==> src/rtl/core/tkst_pkg.sv <==
// Shared types, op codes and defaults for the top-K sorted insert table.
`timescale 1ns / 1ps
package tkst_pkg;

  // Default number of table cells
  localparam int DEPTH_DEF = 16;

  // Field widths fixed by the interface
  localparam int TAG_W   = 64;
  localparam int LINES_W = 20;
  localparam int SCORE_W = 31;
  localparam int OP_W    = 2;
  localparam int RANK_W  = 4;
  localparam int CNT_W   = 5;

  // Reset value of the max_entries register
  localparam logic [CNT_W-1:0] MAX_ENTRIES_RST = CNT_W'(10);

  // Operation codes
  typedef enum logic [OP_W-1:0] {
    OP_ADD   = 2'd0,
    OP_READ  = 2'd1,
    OP_CLEAR = 2'd2,
    OP_NONE  = 2'd3
  } op_t;

  // One table entry
  typedef struct packed {
    logic [TAG_W-1:0]   tag;
    logic [LINES_W-1:0] lines;
    logic [SCORE_W-1:0] score;
  } entry_t;

  // Command broadcast to every cell
  typedef struct packed {
    logic   add;
    entry_t ent;
  } cell_cmd_t;

endpackage

==> src/rtl/core/tkst_cell.sv <==
// One compare-and-shift cell of the sorted table.
`timescale 1ns / 1ps
module tkst_cell
  import tkst_pkg::*;
(
  input  logic      clk,
  input  cell_cmd_t cmd,
  input  logic      valid,     // this slot lies below the current count
  input  logic      prev_ge,   // neighbour above keeps its place
  input  entry_t    prev_ent,  // entry held by the neighbour above
  output logic      ge,        // this cell keeps its place on an add
  output logic      ins,       // new word lands in this cell
  output entry_t    ent
);

  entry_t ent_r;
  entry_t ent_nxt;

  // Stored entry ranks ahead of (or ties with) the new one
  assign ge  = valid && (ent_r.score >= cmd.ent.score);
  assign ins = prev_ge && !ge;
  assign ent = ent_r;

  // Keep, take the new word, or take the neighbour's entry
  always_comb begin
    ent_nxt = ent_r;
    if (cmd.add && !ge) begin
      if (prev_ge) begin
        ent_nxt = cmd.ent;
      end else begin
        ent_nxt = prev_ent;
      end
    end
  end

  always_ff @(posedge clk) begin
    ent_r <= ent_nxt;
  end

endmodule

==> src/rtl/core/tkst_pos_enc.sv <==
// Encodes the one-hot insert flags of the cell row into a placement.
`timescale 1ns / 1ps
module tkst_pos_enc
  import tkst_pkg::*;
#(
  parameter int DEPTH = DEPTH_DEF,
  parameter int PW    = $clog2(DEPTH + 1)
)
(
  input  logic [DEPTH-1:0] flags,
  output logic [PW-1:0]    pos
);

  logic [PW-1:0] enc;

  // OR tree per output bit; at most one flag is set
  always_comb begin
    enc = '0;
    for (int i = 0; i < DEPTH; i++) begin
      if (flags[i]) begin
        enc = enc | PW'(i);
      end
    end
  end

  // No flag: every stored entry ranks ahead, so the slot is DEPTH
  assign pos = (|flags) ? enc : PW'(DEPTH);

endmodule

==> src/rtl/core/top_k_sorted_insert_table_top.sv <==
// Top level of the top-K sorted insert table: cell row, control and result register.
//
//  channel  | handshake             | payload
//  ---------+-----------------------+--------------------------------------------
//  input    | start, busy           | in_op, in_entry_tag, in_entry_lines,
//           |                       | in_entry_score, in_read_rank
//  result   | out_valid (strobe)    | out_kept, out_rank, out_count, out_tag,
//           |                       | out_lines, out_score
//  config   | cfg_we                | cfg_max_entries
//
// The row of cells compares and shifts in the cycle the word is accepted, and the
// result shows on the out_ ports in the next cycle and stays there until the next
// accepted word. busy stays low, so a new word may follow in every cycle.
// Synchronous active-low reset empties the table and loads max_entries with 10;
// entry contents are not cleared. The receiver cannot stall the result strobe.
`timescale 1ns / 1ps
module top_k_sorted_insert_table_top
  import tkst_pkg::*;
#(
  parameter int DEPTH = DEPTH_DEF
)
(
  input  logic               clk,
  input  logic               rst_n,
  // input channel
  input  logic               start,
  output logic               busy,
  input  logic [OP_W-1:0]    in_op,
  input  logic [TAG_W-1:0]   in_entry_tag,
  input  logic [LINES_W-1:0] in_entry_lines,
  input  logic [SCORE_W-1:0] in_entry_score,
  input  logic [RANK_W-1:0]  in_read_rank,
  // configuration
  input  logic               cfg_we,
  input  logic [CNT_W-1:0]   cfg_max_entries,
  // result channel
  output logic               out_valid,
  output logic               out_kept,
  output logic [RANK_W-1:0]  out_rank,
  output logic [CNT_W-1:0]   out_count,
  output logic [TAG_W-1:0]   out_tag,
  output logic [LINES_W-1:0] out_lines,
  output logic [SCORE_W-1:0] out_score
);

  localparam int CW = $clog2(DEPTH + 1);  // table count
  localparam int PW = $clog2(DEPTH + 1);  // placement, may equal DEPTH
  localparam int IW = $clog2(DEPTH);      // cell index
  localparam int XW = 10;                 // common compare width

  logic            accept;
  op_t             op;
  cell_cmd_t       cmd;

  logic [CNT_W-1:0] max_r;
  logic [CW-1:0]    cnt_r;
  logic [CW-1:0]    cnt_nxt;

  logic [DEPTH-1:0] ge;
  logic [DEPTH-1:0] ins;
  logic [DEPTH-1:0] valid;
  entry_t           cell_ent [DEPTH];
  logic [PW-1:0]    pos;

  logic [XW-1:0] cnt_x, max_x, lim_x, inc_x, ncnt_x, pos_x, rr_x;
  logic [IW-1:0] rd_idx;
  entry_t        rd_ent;

  logic               out_valid_r;
  logic               kept_r, kept_nxt;
  logic [RANK_W-1:0]  rank_r, rank_nxt;
  logic [CNT_W-1:0]   count_r, count_nxt;
  entry_t             oent_r, oent_nxt;

  assign busy   = 1'b0;
  assign accept = start && !busy;
  assign op     = op_t'(in_op);

  // Command broadcast along the row
  assign cmd.add       = accept && (op == OP_ADD);
  assign cmd.ent.tag   = in_entry_tag;
  assign cmd.ent.lines = in_entry_lines;
  assign cmd.ent.score = in_entry_score;

  // Row of cells; cell 0 sees an always-ahead neighbour
  for (genvar i = 0; i < DEPTH; i++) begin : g_cell
    assign valid[i] = XW'(i) < cnt_x;
    if (i == 0) begin : g_head
      tkst_cell u_cell (
        .clk      (clk),
        .cmd      (cmd),
        .valid    (valid[i]),
        .prev_ge  (1'b1),
        .prev_ent (cmd.ent),
        .ge       (ge[i]),
        .ins      (ins[i]),
        .ent      (cell_ent[i])
      );
    end else begin : g_body
      tkst_cell u_cell (
        .clk      (clk),
        .cmd      (cmd),
        .valid    (valid[i]),
        .prev_ge  (ge[i-1]),
        .prev_ent (cell_ent[i-1]),
        .ge       (ge[i]),
        .ins      (ins[i]),
        .ent      (cell_ent[i])
      );
    end
  end

  tkst_pos_enc #(
    .DEPTH (DEPTH),
    .PW    (PW)
  ) u_pos_enc (
    .flags (ins),
    .pos   (pos)
  );

  // Limit and new count after an add
  assign cnt_x  = XW'(cnt_r);
  assign max_x  = XW'(max_r);
  assign lim_x  = (max_x == '0) ? XW'(1) :
                  (max_x > XW'(DEPTH)) ? XW'(DEPTH) : max_x;
  assign inc_x  = cnt_x + XW'(1);
  assign ncnt_x = (inc_x > lim_x) ? lim_x : inc_x;
  assign pos_x  = XW'(pos);

  // Read port of the row
  assign rr_x   = XW'(in_read_rank);
  assign rd_idx = rr_x[IW-1:0];
  assign rd_ent = cell_ent[rd_idx];

  // Next count and result word
  always_comb begin
    cnt_nxt   = cnt_r;
    kept_nxt  = 1'b0;
    rank_nxt  = '0;
    oent_nxt  = '0;
    count_nxt = cnt_x[CNT_W-1:0];
    case (op)
      OP_ADD: begin
        cnt_nxt   = ncnt_x[CW-1:0];
        kept_nxt  = pos_x < ncnt_x;
        rank_nxt  = (pos_x > XW'(15)) ? RANK_W'(15) : pos_x[RANK_W-1:0];
        count_nxt = ncnt_x[CNT_W-1:0];
      end
      OP_READ: begin
        rank_nxt = in_read_rank;
        if (rr_x < cnt_x) begin
          kept_nxt = 1'b1;
          oent_nxt = rd_ent;
        end
      end
      OP_CLEAR: begin
        cnt_nxt   = '0;
        count_nxt = '0;
      end
      default: begin
      end
    endcase
  end

  // Control state
  always_ff @(posedge clk) begin
    if (!rst_n) begin
      cnt_r       <= '0;
      max_r       <= MAX_ENTRIES_RST;
      out_valid_r <= 1'b0;
    end else begin
      out_valid_r <= accept;
      if (accept) begin
        cnt_r <= cnt_nxt;
      end
      if (cfg_we) begin
        max_r <= cfg_max_entries;
      end
    end
  end

  // Result register
  always_ff @(posedge clk) begin
    if (accept) begin
      kept_r  <= kept_nxt;
      rank_r  <= rank_nxt;
      count_r <= count_nxt;
      oent_r  <= oent_nxt;
    end
  end

  assign out_valid = out_valid_r;
  assign out_kept  = kept_r;
  assign out_rank  = rank_r;
  assign out_count = count_r;
  assign out_tag   = oent_r.tag;
  assign out_lines = oent_r.lines;
  assign out_score = oent_r.score;

`ifndef SYNTHESIS
  // Table never holds more than its cells
  a_cnt_bound: assert property (@(posedge clk) disable iff (!rst_n)
    cnt_x <= XW'(DEPTH))
    else $error("entry count beyond depth");

  // One result strobe per accepted word, in the cycle after it
  a_strobe: assert property (@(posedge clk) disable iff (!rst_n)
    accept |=> out_valid)
    else $error("result strobe missing");

  // A clear leaves an empty table and a bare result
  a_clear: assert property (@(posedge clk) disable iff (!rst_n)
    (accept && op == OP_CLEAR) |=> (cnt_r == '0 && out_count == '0 && !out_kept))
    else $error("clear did not empty the table");

  // An add always leaves at least one entry
  a_add_nonempty: assert property (@(posedge clk) disable iff (!rst_n)
    (accept && op == OP_ADD) |=> (cnt_r != '0))
    else $error("add left an empty table");
`endif

endmodule
==> config.mk <==
export PLATFORM = sky130hd
export DESIGN_NAME = top_k_sorted_insert_table_top
export DESIGN_NICKNAME = d
export VERILOG_FILES = /design/src/rtl/core/tkst_pkg.sv /design/src/rtl/core/tkst_cell.sv /design/src/rtl/core/tkst_pos_enc.sv /design/src/rtl/core/top_k_sorted_insert_table_top.sv
export SDC_FILE = /design/constraint.sdc
export NUM_CORES = 2
export LEC_CHECK = 0
export ABC_AREA = 1
export BUFFER_PORTS_ARGS = -buffer_cell sky130_fd_sc_hd__buf_2
export CORE_MARGIN = 1
export CORE_UTILIZATION = 45
export DETAILED_ROUTE_END_ITERATION = 16
export GPL_TIMING_DRIVEN = 1
export SYNTH_ARGS = -nofsm -noshare
export SYNTH_HDL_FRONTEND = slang
export SYNTH_SLANG_ARGS = --single-unit
==> constraint.sdc <==
create_clock -name clk -period 10.7 [get_ports clk]
set_input_delay 1.07 -clock clk [delete_from_list [all_inputs] [get_ports clk]]
set_output_delay 1.07 -clock clk [all_outputs]
set_load 0.05 [all_outputs]
Word-level counts from Yosys, hierarchy flattened
Index checks and enable logic that the tools add are counted.
{"block": "classes", "addsub": 1, "multipliers": 0, "div_mod_pow": 0, "magnitude_cmp": 38, "n_eq_ne": 2, "shifts": 0, "muxes": 42, "n_bitwise": 1, "n_reduce_logical": 68}
{"op": "115-bit 2-to-1 mux", "n": 17}
{"op": "31-bit >= comparator", "n": 16}
{"op": "115-bit binary-select mux with 4-bit select", "n": 1}
{"op": "1-bit logical AND", "n": 48}
{"op": "4-bit by 5-bit < comparator with 1-bit output, first input constant", "n": 8}
{"op": "4-bit 2-to-1 mux", "n": 9}
{"op": "3-bit by 5-bit < comparator with 1-bit output, first input constant", "n": 4}
{"op": "1-bit zero test", "n": 16}
{"op": "16-bit OR reduction", "n": 1}
{"op": "5-bit 2-to-1 mux", "n": 3}
{"op": "3-bit 2-to-1 mux", "n": 4}
{"op": "10-bit zero test", "n": 1}
{"op": "1-bit by 5-bit < comparator with 1-bit output, first input constant", "n": 2}
{"op": "2-bit by 5-bit < comparator with 1-bit output, first input constant", "n": 2}
{"op": "5-bit one-hot mux with 2 select lines", "n": 1}
{"op": "4-bit one-hot mux with 2 select lines", "n": 1}
{"op": "5-bit by 1-bit adder with 6-bit output, second input constant", "n": 1}
{"op": "6-bit by 5-bit > comparator with 1-bit output", "n": 1}
{"op": "5-bit by 6-bit < comparator with 1-bit output", "n": 1}
{"op": "6-bit 2-to-1 mux", "n": 1}
{"op": "5-bit >= comparator, second input constant", "n": 1}
{"op": "5-bit by 4-bit > comparator with 1-bit output, second input constant", "n": 1}
{"op": "5-bit > comparator, second input constant", "n": 1}
{"op": "4-bit by 5-bit < comparator with 1-bit output", "n": 1}
{"op": "other kinds (8)", "n": 10}
{"block": "word_totals", "reg_bits": 1976, "latch_bits": 0, "ramBits": 0, "romBits": 0, "inputBits": 130, "out_inout_bits": 127, "word_cells": 209, "mem_count": 0}

Longest topological paths before layout
{"block": "depth", "depth_word": 23, "depth_mapped": 25, "ltp_nobuf": 24}

Hierarchy
Synthesis repeated with hierarchy kept, for this count alone.
{"block": "hier_totals", "cells_unflattened": 13331, "hier_area_um2": 112726.9}
{"module": "tkst_cell (g_cell[0].g_head.u_cell ...)", "instances": 14, "cells_each": 621, "area_per_inst_um2": 5756.8, "seq_area_each_um2": 3453.3}
{"module": "top_k_sorted_insert_table_top", "instances": 1, "cells_each": 3360, "area_per_inst_um2": 20413.3, "seq_area_each_um2": 3973.8}
{"module": "tkst_cell (g_cell[8].g_body.u_cell)", "instances": 1, "cells_each": 623, "area_per_inst_um2": 5784.3, "seq_area_each_um2": 3453.3}
{"module": "tkst_cell (g_cell[9].g_body.u_cell)", "instances": 1, "cells_each": 620, "area_per_inst_um2": 5783.0, "seq_area_each_um2": 3453.3}
{"module": "tkst_pos_enc", "instances": 1, "cells_each": 34, "area_per_inst_um2": 151.4, "seq_area_each_um2": 0.0}

Least setup slack after synthesis
OpenSTA, ideal clock, no wires.
{"block": "synth_timing", "path_kind": "input to register", "start": "in in_entry_score[22]", "end": "reg g_cell[7].g_body.u_cell.ent_r, in the netlist g_cell[7].g_body.u_cell.ent[0], enable pin", "setup_ps": 626, "t_arrival_ps": 8237, "t_required_ps": 10074, "slack_ps": 1837, "path_stages": 11, "n_path_buf": 1, "cell_sequence": "inv_1 -> clkbuf_1 -> ha_1 -> nand2_1 -> inv_1 -> nor2_1 -> o21a_1 -> nand2_1 -> a21oi_1 -> nand3_2 -> a21oi_1"}
{"block": "synth_via", "elab_chain_cells": 4}
{"element": "start: declaration", "line_no": "top_k_sorted_insert_table_top.sv:31", "text": "input logic [SCORE_W-1:0] in_entry_score,"}
{"element": "31-bit >= comparator", "line_no": "tkst_cell.sv:20", "text": "assign ge = valid && (ent_r.score >= cmd.ent.score);"}
{"element": "1-bit logical AND", "line_no": "tkst_cell.sv:20"}
{"element": "1-bit zero test", "line_no": "tkst_cell.sv:27", "text": "if (cmd.add && !ge) begin"}
{"element": "1-bit logical AND", "line_no": "tkst_cell.sv:27"}
{"element": "end signal: assignment", "line_no": "tkst_cell.sv:37", "text": "ent_r <= ent_nxt;"}
{"element": "end: declaration", "line_no": "tkst_cell.sv:16", "text": "entry_t ent_r;"}
No other way between the ends.
A chain may end at the register's enable or synchronous reset.

Final worst setup path
{"block": "layout_timing", "start": "in in_entry_score[26]", "end": "reg g_cell[2].g_body.u_cell.ent_r, in the netlist g_cell[2].g_body.u_cell.ent[58] (data pin)"}
{"block": "layout_via", "elab_chain_cells": 3}
{"element": "31-bit >= comparator", "line_no": "tkst_cell.sv:20"}
{"element": "1-bit logical AND", "line_no": "tkst_cell.sv:20"}
{"element": "115-bit 2-to-1 mux", "line_no": "tkst_cell.sv:28", "text": "if (prev_ge) begin"}
{"element": "end signal: assignment", "line_no": "tkst_cell.sv:37"}
{"element": "end: declaration", "line_no": "tkst_cell.sv:16"}
No other way between the ends.

==> impl_metrics.tcl <==
set metrics [dict create \
    status "finished clean" \
    synth_warnings 0 \
    numCtsBuffers 215 \
    critPathArrivalTime_ps 5740 \
    syn_area_per_cell_um2 9.42 \
    clk_path_buf_depth 3 \
    drive_gt1_frac 0.0685 \
    tightest_slew_ps 1260 \
    fmax_ghz 0.195 \
    async_flop_share 0 \
    cts.hold.buffers_added 0 \
    wl_met1_mm 149 \
    total_power_w 0.0192 \
    die_y_um 488 \
    seq_area_frac_synth 0.558 \
    swShare 0.285 \
    synth_area_leader_cell "edfxtp_1" \
    die_x_um 488 \
    drc 0 \
    maxCapViolations 0 \
    synth_edf_count 1965 \
    pwr-share-comb 0.138 \
    wirelength_mm 366 \
    routed_via_density 6.13 \
    cpLargestDelayFamily "buffers and inverters" \
    power.density_nw_per_um2 165 \
    io_buffers 255 \
    clock-sinks 1976 \
    required_ps 11300 \
    slowest_delay_ps 900 \
    hold_class "in2reg" \
    dr_total_vias 87875 \
    cts_tree "done" \
    start_kind "input port" \
    grt_max_degree 218 \
    grt_usage 0.302 \
    drt_pass1_iterations 6 \
    dpl.hpwl_mm 212 \
    drt_iter0_markers 10117 \
    drtAntennaViolNets 0 \
    antenna_found_initial 40 \
    gp_congestion 0.934 \
    synth_top_cell_area_share 0.556 \
    peakVddDrop_v 0.000135 \
    wl_met3_mm 34.0 \
    yosysMostFrequentCell "o21ai_0" \
    post-route-period-util 0.480 \
    final-setup-viol-count 0 \
    fin_nets 11640 \
    htree_levels 4 \
    nFillCells 21549 \
    pin_count 257 \
    path_buf_inv 5 \
    cts_resized 0 \
    core_um2 234000 \
    p_leak_nw 44.2 \
    cp_common_cell "buf_4" \
    synth.distinct_cells 52 \
    start_util 0.455 \
    syn2layout_area_growth_pct 9.43 \
    post_cts_buffers 0 \
    hold_viol 0 \
    wl_met2_mm 169 \
    p_int_w 0.0137 \
    syn-instance-count 11277 \
    dieArea_um2 238000 \
    seqPwrFrac 0.475 \
    placementRows 177 \
    cts-root-buf "clkbuf_16" \
    relSlewSlack 0.159 \
    globalRoute.totalOverflow 0 \
    netlist_top_cells_count "o21ai_0 (2743), nand2_1 (2344), edfxtp_1 (1965)" \
    cpMaxStageDelayCell "buf_4" \
    endpoint_kind "register" \
    grt_setup_unrepaired "false" \
    ys_top_cells_by_area "edfxtp_1 (56%), o21ai_0 (13%), nand2_1 (8.3%)" \
    crit_type "in2reg" \
    wl_per_cell_um 25.6 \
    critPathMaxFanout 79 \
    fin_crit_ps 5130 \
    clkLatencyLatePin_ps 910 \
    grt_pass1_vias 83095 \
    finalClockSkew_ps 76.0 \
    synth_fp_nets 11916 \
    synthFlopType "edfxtp_1" \
    fin_tns_setup_ps 0 \
    pwr-share-clk 0.387 \
    clk_pin_slew_worst_paths_ps 60 \
    switchingPower_w 0.00545 \
    crit_chain "buf_2 > inv_1 > buf_4 > ha_1 > nand2_1 > nor2_1 > nand2_1 > a21oi_1 > nor2_1 > a21oi_4 > buf_4 > buf_4 > o21ai_0" \
    routed.top_layer "met5" \
    finalMaxSlewViolations 0 \
    synth-seq-cells 1976 \
    grt_pass1_wl_mm 539 \
    synth_area_um2 106000 \
]
[flip-flops by register name, indices dropped and copies added (netlist names)]
| signal | flops |
|---|---|
| out_rank | 4 |
| out_tag | 64 |
| g_cell.g_head.u_cell.ent | 115 |
| out_lines | 20 |
| out_valid | 1 |
| g_cell.g_body.u_cell.ent | 1725 |
| out_kept | 1 |
| out_count | 5 |
| cnt_r | 5 |
| max_r | 5 |
| out_score | 31 |
[metrics by stage]
step                hold WS (ps)  utilization  instance area [um2]  setup slack, ps  instances
finish                       369        0.497               116000             5570      14324
global route                 333        0.497               116000             5420      14318
CTS                          312        0.497               116000             5690      14307
detailed placement           491        0.468               109000             4710      13916
global placement             482        0.468               109000             4850      13916
floorplan                    452            -               106000             1840      11277
[cell usage in the layout (no fill, tap or decap), drive strengths merged, types with 4 or more instances in the layout]
master       n
a21o        16
a21oi      461
buf        393
bufinv      15
clkbuf     266
clkinv     103
clkinvlp     4
dfxtp       11
diode       17
edfxtp    1965
ha         509
inv        426
nand2     2355
nand3      167
nand3b       4
nand4       86
nor2       984
nor3        33
nor3b        7
nor4         8
o211ai     171
o21a        23
o21ai     2803
o21bai       5
o221ai     286
o22ai       60
[routing by layer]
layer,track usage,vias up
met1,0.412,42634
met4,0.115,22
li1,-,39868
met3,0.0452,741
met2,0.483,4610
met5,0,-
[cell type report]
class / instances / area [um2] / share of cell area
flip-flops and latches: 1976 / 59200 / 0.510
multi-input cells: 7992 / 42000 / 0.361
clock buffers: 266 / 5610 / 0.0483
well taps: 3132 / 3920 / 0.0337
repair buffers: 393 / 2570 / 0.0221
inverters: 423 / 1620 / 0.0140
clock inverters: 125 / 1220 / 0.0105
diodes: 17 / 42.5 / 0.000366
[power by group through the flow]
stage	clock network, W	logic [W]	registers (W)
floorplan	0	0.00158	0.00936
global placement	0	0.00255	0.00926
detailed placement	0	0.00260	0.00927
CTS	0.00746	0.00261	0.00911
global route	0.00774	0.00289	0.00914
finish	0.00741	0.00264	0.00911
[cell families (layout without fill, tap and decap cells)]
kind of cell / count (synthesis) / after routing / synth area share
AND/OR/NAND/NOR: 3651 / 3651 / 0.136
XOR/XNOR: 2 / 2 / 0.000165
AO/OA/AOI/OAI: 3829 / 3829 / 0.197
buffers and inverters: 1309 / 1207 / 0.0496
flip-flops: 1976 / 1976 / 0.558
adder cells (fa/ha/maj): 509 / 509 / 0.0600
other: 1 / 18 / 0.0000353
[final timing paths]
| check | start | endpoint | slack [ps] | cells past startpoint |
|---|---|---|---|---|
| hold / removal | in_entry_score[6] | g_cell[0].g_head.u_cell.ent[6] | 370 | 1 |
| hold reg to reg | max_r[3] | max_r[3] | 510 | 2 |
| setup / recovery | in_entry_score[26] | g_cell[2].g_body.u_cell.ent[58] | 5570 | 13 |
| setup reg to reg | g_cell[1].g_body.u_cell.ent[26] | g_cell[2].g_body.u_cell.ent[58] | 5790 | 10 |
No activity file was read; power rests on OpenSTA's default activity.
